<file path="src/e2q_pkg.sv">
// Package for the Euler angle to quaternion converter.
// Holds the fixed-point widths, the CORDIC constants and the arctangent table.
// Has no dependencies.
`timescale 1ns / 1ps
package e2q_pkg;

	// Number of CORDIC iterations, bounded by the size of the arctangent table.
	localparam int CORDIC_STAGES = 14;
	localparam int ATAN_ENTRIES  = 20;
	localparam int N_ITER = (CORDIC_STAGES > ATAN_ENTRIES) ? ATAN_ENTRIES : CORDIC_STAGES;

	// Angle accumulator is Q2.30 with headroom; sine and cosine are Q1.30.
	localparam int ANG_W = 34;
	localparam int SC_W  = 33;
	localparam int PROD_W = 2 * SC_W;
	localparam int SUM_W  = SC_W + 1;

	localparam int CORDIC_LAT  = N_ITER + 2;
	localparam int COMBINE_LAT = 3;
	localparam int TOTAL_LAT   = CORDIC_LAT + COMBINE_LAT;

	localparam logic signed [ANG_W-1:0] Q30_PI      = 34'sd3373259426;
	localparam logic signed [ANG_W-1:0] Q30_HALF_PI = 34'sd1686629713;
	localparam logic signed [SC_W-1:0]  CORDIC_GAIN = 33'sd652032874;
	localparam logic signed [15:0]      Q14_ONE     = 16'sd16384;

	typedef logic signed [15:0]      angle_t;
	typedef logic signed [15:0]      q14_t;
	typedef logic signed [SC_W-1:0]  sc_t;
	typedef logic signed [ANG_W-1:0] ang_t;

	// Sine and cosine of one half angle.
	typedef struct packed {
		sc_t s;
		sc_t c;
	} sincos_t;

	// atan(2^-i) in Q2.30, truncated.
	function automatic ang_t atan_q30(input int i);
		ang_t r;
		case (i)
			0:  r = 34'sh03243F6A8;
			1:  r = 34'sh01DAC6705;
			2:  r = 34'sh00FADBAFC;
			3:  r = 34'sh007F56EA6;
			4:  r = 34'sh003FEAB76;
			5:  r = 34'sh001FFD55B;
			6:  r = 34'sh000FFFAAA;
			7:  r = 34'sh0007FFF55;
			8:  r = 34'sh0003FFFEA;
			9:  r = 34'sh0001FFFFD;
			10: r = 34'sh0000FFFFF;
			11: r = 34'sh00007FFFF;
			12: r = 34'sh00003FFFF;
			13: r = 34'sh00001FFFF;
			14: r = 34'sh00000FFFF;
			15: r = 34'sh000007FFF;
			16: r = 34'sh000003FFF;
			17: r = 34'sh000001FFF;
			18: r = 34'sh000000FFF;
			19: r = 34'sh0000007FF;
			default: r = '0;
		endcase
		return r;
	endfunction

	// Rounds a product of two Q1.30 values back to Q1.30.
	function automatic sc_t round_q30(input logic signed [PROD_W-1:0] p);
		logic signed [PROD_W-1:0] t;
		t = (p + (PROD_W'(1) <<< 29)) >>> 30;
		return t[SC_W-1:0];
	endfunction

	// Rounds a Q1.30 sum to Q1.14 and saturates to plus or minus one.
	function automatic q14_t to_q14(input logic signed [SUM_W-1:0] v);
		logic signed [SUM_W-1:0] r;
		q14_t o;
		r = (v + SUM_W'(32768)) >>> 16;
		if (r > SUM_W'(Q14_ONE))
			o = Q14_ONE;
		else if (r < -SUM_W'(Q14_ONE))
			o = -Q14_ONE;
		else
			o = r[15:0];
		return o;
	endfunction

endpackage

</file>
<file path="src/e2q_cordic.sv">
// One CORDIC lane: sine and cosine of half an angle, one iteration per stage.
// Depends on e2q_pkg.
`timescale 1ns / 1ps
module e2q_cordic (
	input  logic                  clk,
	input  logic                  en,
	input  e2q_pkg::angle_t       angle,
	output e2q_pkg::sincos_t      sc
);
	localparam int N = e2q_pkg::N_ITER;

	e2q_pkg::ang_t a_s [0:N];
	e2q_pkg::sc_t  x_s [0:N];
	e2q_pkg::sc_t  y_s [0:N];
	logic          flip_s [0:N];
	e2q_pkg::ang_t half_ang;
	e2q_pkg::sincos_t sc_q;

	// Half angle in Q2.30, folded into plus or minus pi/2.
	assign half_ang = {angle[15], angle, 17'b0};

	always_ff @(posedge clk) begin
		if (en) begin
			x_s[0] <= e2q_pkg::CORDIC_GAIN;
			y_s[0] <= '0;
			if (half_ang > e2q_pkg::Q30_HALF_PI) begin
				a_s[0]    <= half_ang - e2q_pkg::Q30_PI;
				flip_s[0] <= 1'b1;
			end else if (half_ang < -e2q_pkg::Q30_HALF_PI) begin
				a_s[0]    <= half_ang + e2q_pkg::Q30_PI;
				flip_s[0] <= 1'b1;
			end else begin
				a_s[0]    <= half_ang;
				flip_s[0] <= 1'b0;
			end
		end
	end

	// Rotation stages with a fixed shift each.
	for (genvar i = 0; i < N; i++) begin : g_iter
		always_ff @(posedge clk) begin
			if (en) begin
				flip_s[i+1] <= flip_s[i];
				if (!a_s[i][e2q_pkg::ANG_W-1]) begin
					x_s[i+1] <= x_s[i] - (y_s[i] >>> i);
					y_s[i+1] <= y_s[i] + (x_s[i] >>> i);
					a_s[i+1] <= a_s[i] - e2q_pkg::atan_q30(i);
				end else begin
					x_s[i+1] <= x_s[i] + (y_s[i] >>> i);
					y_s[i+1] <= y_s[i] - (x_s[i] >>> i);
					a_s[i+1] <= a_s[i] + e2q_pkg::atan_q30(i);
				end
			end
		end
	end

	// Undo the fold by negating both results.
	always_ff @(posedge clk) begin
		if (en) begin
			sc_q.s <= flip_s[N] ? -y_s[N] : y_s[N];
			sc_q.c <= flip_s[N] ? -x_s[N] : x_s[N];
		end
	end

	assign sc = sc_q;

	// The residual angle of the last stage is not needed.
	logic unused_res;
	assign unused_res = ^a_s[N];
endmodule

</file>
<file path="config.mk">
export PLATFORM = sky130hd
export DESIGN_NAME = e2q_cordic
export DESIGN_NICKNAME = d
export VERILOG_FILES = /design/src/e2q_pkg.sv /design/src/e2q_cordic.sv
export SDC_FILE = /design/constraint.sdc
export NUM_CORES = 2
export LEC_CHECK = 0
export BUFFER_PORTS_ARGS = -buffer_cell sky130_fd_sc_hd__buf_4
export CAP_MARGIN = 20
export CORE_MARGIN = 4
export CORE_UTILIZATION = 55
export CTS_BUF_LIST = sky130_fd_sc_hd__clkbuf_16
export DETAILED_ROUTE_END_ITERATION = 10
export PLACE_DENSITY_LB_ADDON = 0.1
export SKIP_CTS_REPAIR_TIMING = 1
export SLEW_MARGIN = 10
export SYNTH_ARGS = -nofsm -noshare
export SYNTH_HDL_FRONTEND = slang
export SYNTH_SLANG_ARGS = --single-unit
</file>
<file path="constraint.sdc">
create_clock -name clk -period 5.6 [get_ports clk]
set_clock_uncertainty 0.1 [all_clocks]
set_input_delay 0 -clock clk [delete_from_list [all_inputs] [get_ports clk]]
set_output_delay 0 -clock clk [all_outputs]
set_load 0.02 [all_outputs]
</file>
==> summary.txt <==
Status: finished clean
Worst hold path class: in2reg
Number of synthesized register bits: 1330
Library cells used by synthesis: 93
Routability congestion estimate: 0.969
CTS tree: built
Drt pass-1 iters: 6
Critical path fanouts, max: 4
Final Max Tran Viols: 0
Area contributors post-synth: edfxtp_1 (37%), ha_1 (14%), xnor2_1 (9.2%), a21oi_1 (5.2%), xor2_1 (4.2%)
Initial Utilization: 55.6%
Fmax: 189 MHz
Max Cap Viol: 0
Top cells by count, synth: edfxtp_1 (1330), ha_1 (1215), xnor2_1 (1142)
PortBufs: 83
Top FF cell, synth: edfxtp_1
Critical Path AT: 5.73 ns
Final setup viols: 0
Clock Pin Slew Worst Setup and Hold Paths: 0.06 ns
Fin crit share: 94.2%
Post-Layout Inst Area: 119000 um2
Initial DRC count: 5749
Syn Nets: 12346
CP endpoint kind: flop
Final wirelength: 278 mm
CP cell instances: or3_1 -> or3_1 -> nor2_1 -> nand2_1 -> or4_1 -> nor2b_1 -> inv_1 -> o21ai_0 -> xnor2_1 -> ha_1 -> a21oi_1 -> nand2_1 -> o221a_2 -> a221o_1 -> a41oi_2 -> a21oi_1 -> o21a_1 -> nor2_1 -> o21ai_1 -> xnor2_1
DP Area: 113000 um2
Met2 usage: 45.2%
Multi-input logic area: 66700 um2
Global route overflow: 0
Htree depth: 4
Clock sink count: 1330
Vias/cell: 6.04
Antenna Nets Post-Route: 0
Unrepaired setup endpoints after global routing: false
Storage cell area: 39900 um2
Overall fraction of global-route tracks in use: 26.4%
GRT met1 Usage: 35.5%
Seq/Total Area, Yosys: 36.7%
Min Tclk post-route: 5.28 ns
Total core area: 196000 um2
Die W: 453 um
Worst path max stage delay: 0.54 ns
CP max stage cell: or4_1
CP Class: reg2reg
Fillers: 16702
Layout cells sized above 1: 4.98%
Die ar.: 205000 um2
GR Util met3: 3.43%
Asr flop ratio synth: 0%
Number of synthesized flops with an enable pin: 1330
Area grow syn2layout: 8.92%
Worst-skew pair later-pin latency: 0.81 ns
TritonCTS Buffers: 158
Gate Count Post-Synth: 11072
Root Driver: clkbuf_16
Layout Nets: 12561
Layout Utilization: 60.5%
Fin. Hold Viols: 0
Cell Area, Synth: 109000 um2
Synth top area share: 36.7%
Die Y: 453 um
Vias in the first global route: 81357
Worst-Margin Slew: 1.06 ns
CP Launch Type: flop
CTS max path bufs: 3
Initial antenna violation count: 6
First-pass GRT wire length: 440 mm
I/O pins: 84
Row count: 162
Dpl hpwl: 220 mm
Setup TNS: 0 ns
Drt wl/cell: 19.8 um
Cell taking the most area after synthesis: edfxtp_1
Most used routing layer: met2
WP data required: 6.06 ns
Largest net degree at the start of global routing: 166
Vias: 84813
Rel. slew slack: 29.2%
Syn Area/Cell: 9.83 um2
Count leader, synth: edfxtp_1
DRC violations left: 0
Final Hold Slack: 0.0798 ns
YS warnings: 0
-- routing by layer --
metal  wire (um)  vias to the layer above
li1            -                    41819
met1      125000                    40654
met2      132000                     1977
met3       13900                      361
met4        6630                        2
met5          13                        -
-- worst max-delay path: cells and delay by family (launching register included) --
family	cells	cell delay, ns
AO/OA/AOI/OAI	8	1.82
adder cells (fa/ha/maj)	1	0.31
AND/OR/NAND/NOR	8	2.00
flip-flops	1	0.46
buffers and inverters	1	0.08
XOR/XNOR	2	0.30
-- cell families after synthesis --
| kind of cell | Yosys count | synth area share, % |
|---|---|---|
| flip-flops | 1330 | 36.7 |
| AND/OR/NAND/NOR | 2645 | 11.8 |
| multiplexers | 78 | 0.750 |
| buffers and inverters | 605 | 2.09 |
| AO/OA/AOI/OAI | 3489 | 20.4 |
| XOR/XNOR | 1669 | 13.4 |
| adder cells (fa/ha/maj) | 1256 | 14.7 |
-- cell usage in the layout (no fill, tap or decap), types with 28 or more instances in the layout --
cell type,n
a21boi_0,37
a21o_1,582
o31ai_1,160
a211oi_1,102
nand3_1,184
buf_4,192
nor3_1,229
xor2_1,526
clkinv_1,36
nor4_1,64
and2_1,53
or2_2,38
mux2_2,28
o21ai_1,30
o21ai_0,598
edfxtp_1,1330
o41ai_1,48
o21bai_1,158
or3_1,76
ha_1,1215
nand2b_1,192
dlygate4sd3_1,30
nand2_1,578
fa_1,41
nor2b_1,150
mux2i_1,50
nand4_1,64
clkbuf_16,161
nor2_1,771
a31oi_1,104
or4_1,44
o211ai_1,32
o21a_1,181
a211o_1,33
xnor2_1,1142
and3_1,94
a21oi_1,1135
inv_1,450
-- sequential cells by signal (all words and copies together), names as in the netlist --
register  flops
y_s         430
a_s         415
x_s         404
sc           66
flip_s       15
-- final cells by class --
type	instances	area share, %
repair buffers	227	1.57
well taps	2624	2.77
flip-flops and latches	1330	33.7
clock inverters	126	0.928
inverters	433	1.37
diodes	1	0.00211
clock buffers	161	3.40
multi-input cells	9137	56.3
-- worst paths after layout --
kind / from / slack (ns) / cells after the start / endpoint
setup / recovery: y_s[5][8] / 0.32 / 20 / x_s[6][32]
hold reg to reg: a_s[2][1] / 0.32 / 0 / a_s[3][1]
setup reg to reg: y_s[5][8] / 0.32 / 20 / x_s[6][32]
hold / removal: angle[0] / 0.08 / 4 / a_s[0][17]
-- metrics by stage --
step	setup WS, ns	std cells
2_1_floorplan	0.539	11072
3_3_place_gp	0.277	13720
3_5_place_dp	0.247	13720
4_1_cts	0.210	14007
5_1_grt	0.00203	14039
6_report	0.322	14039
Power is left out: the tool's default activity adds up to more than one toggle a clock period on the data nets, which glitch-free logic cannot reach.
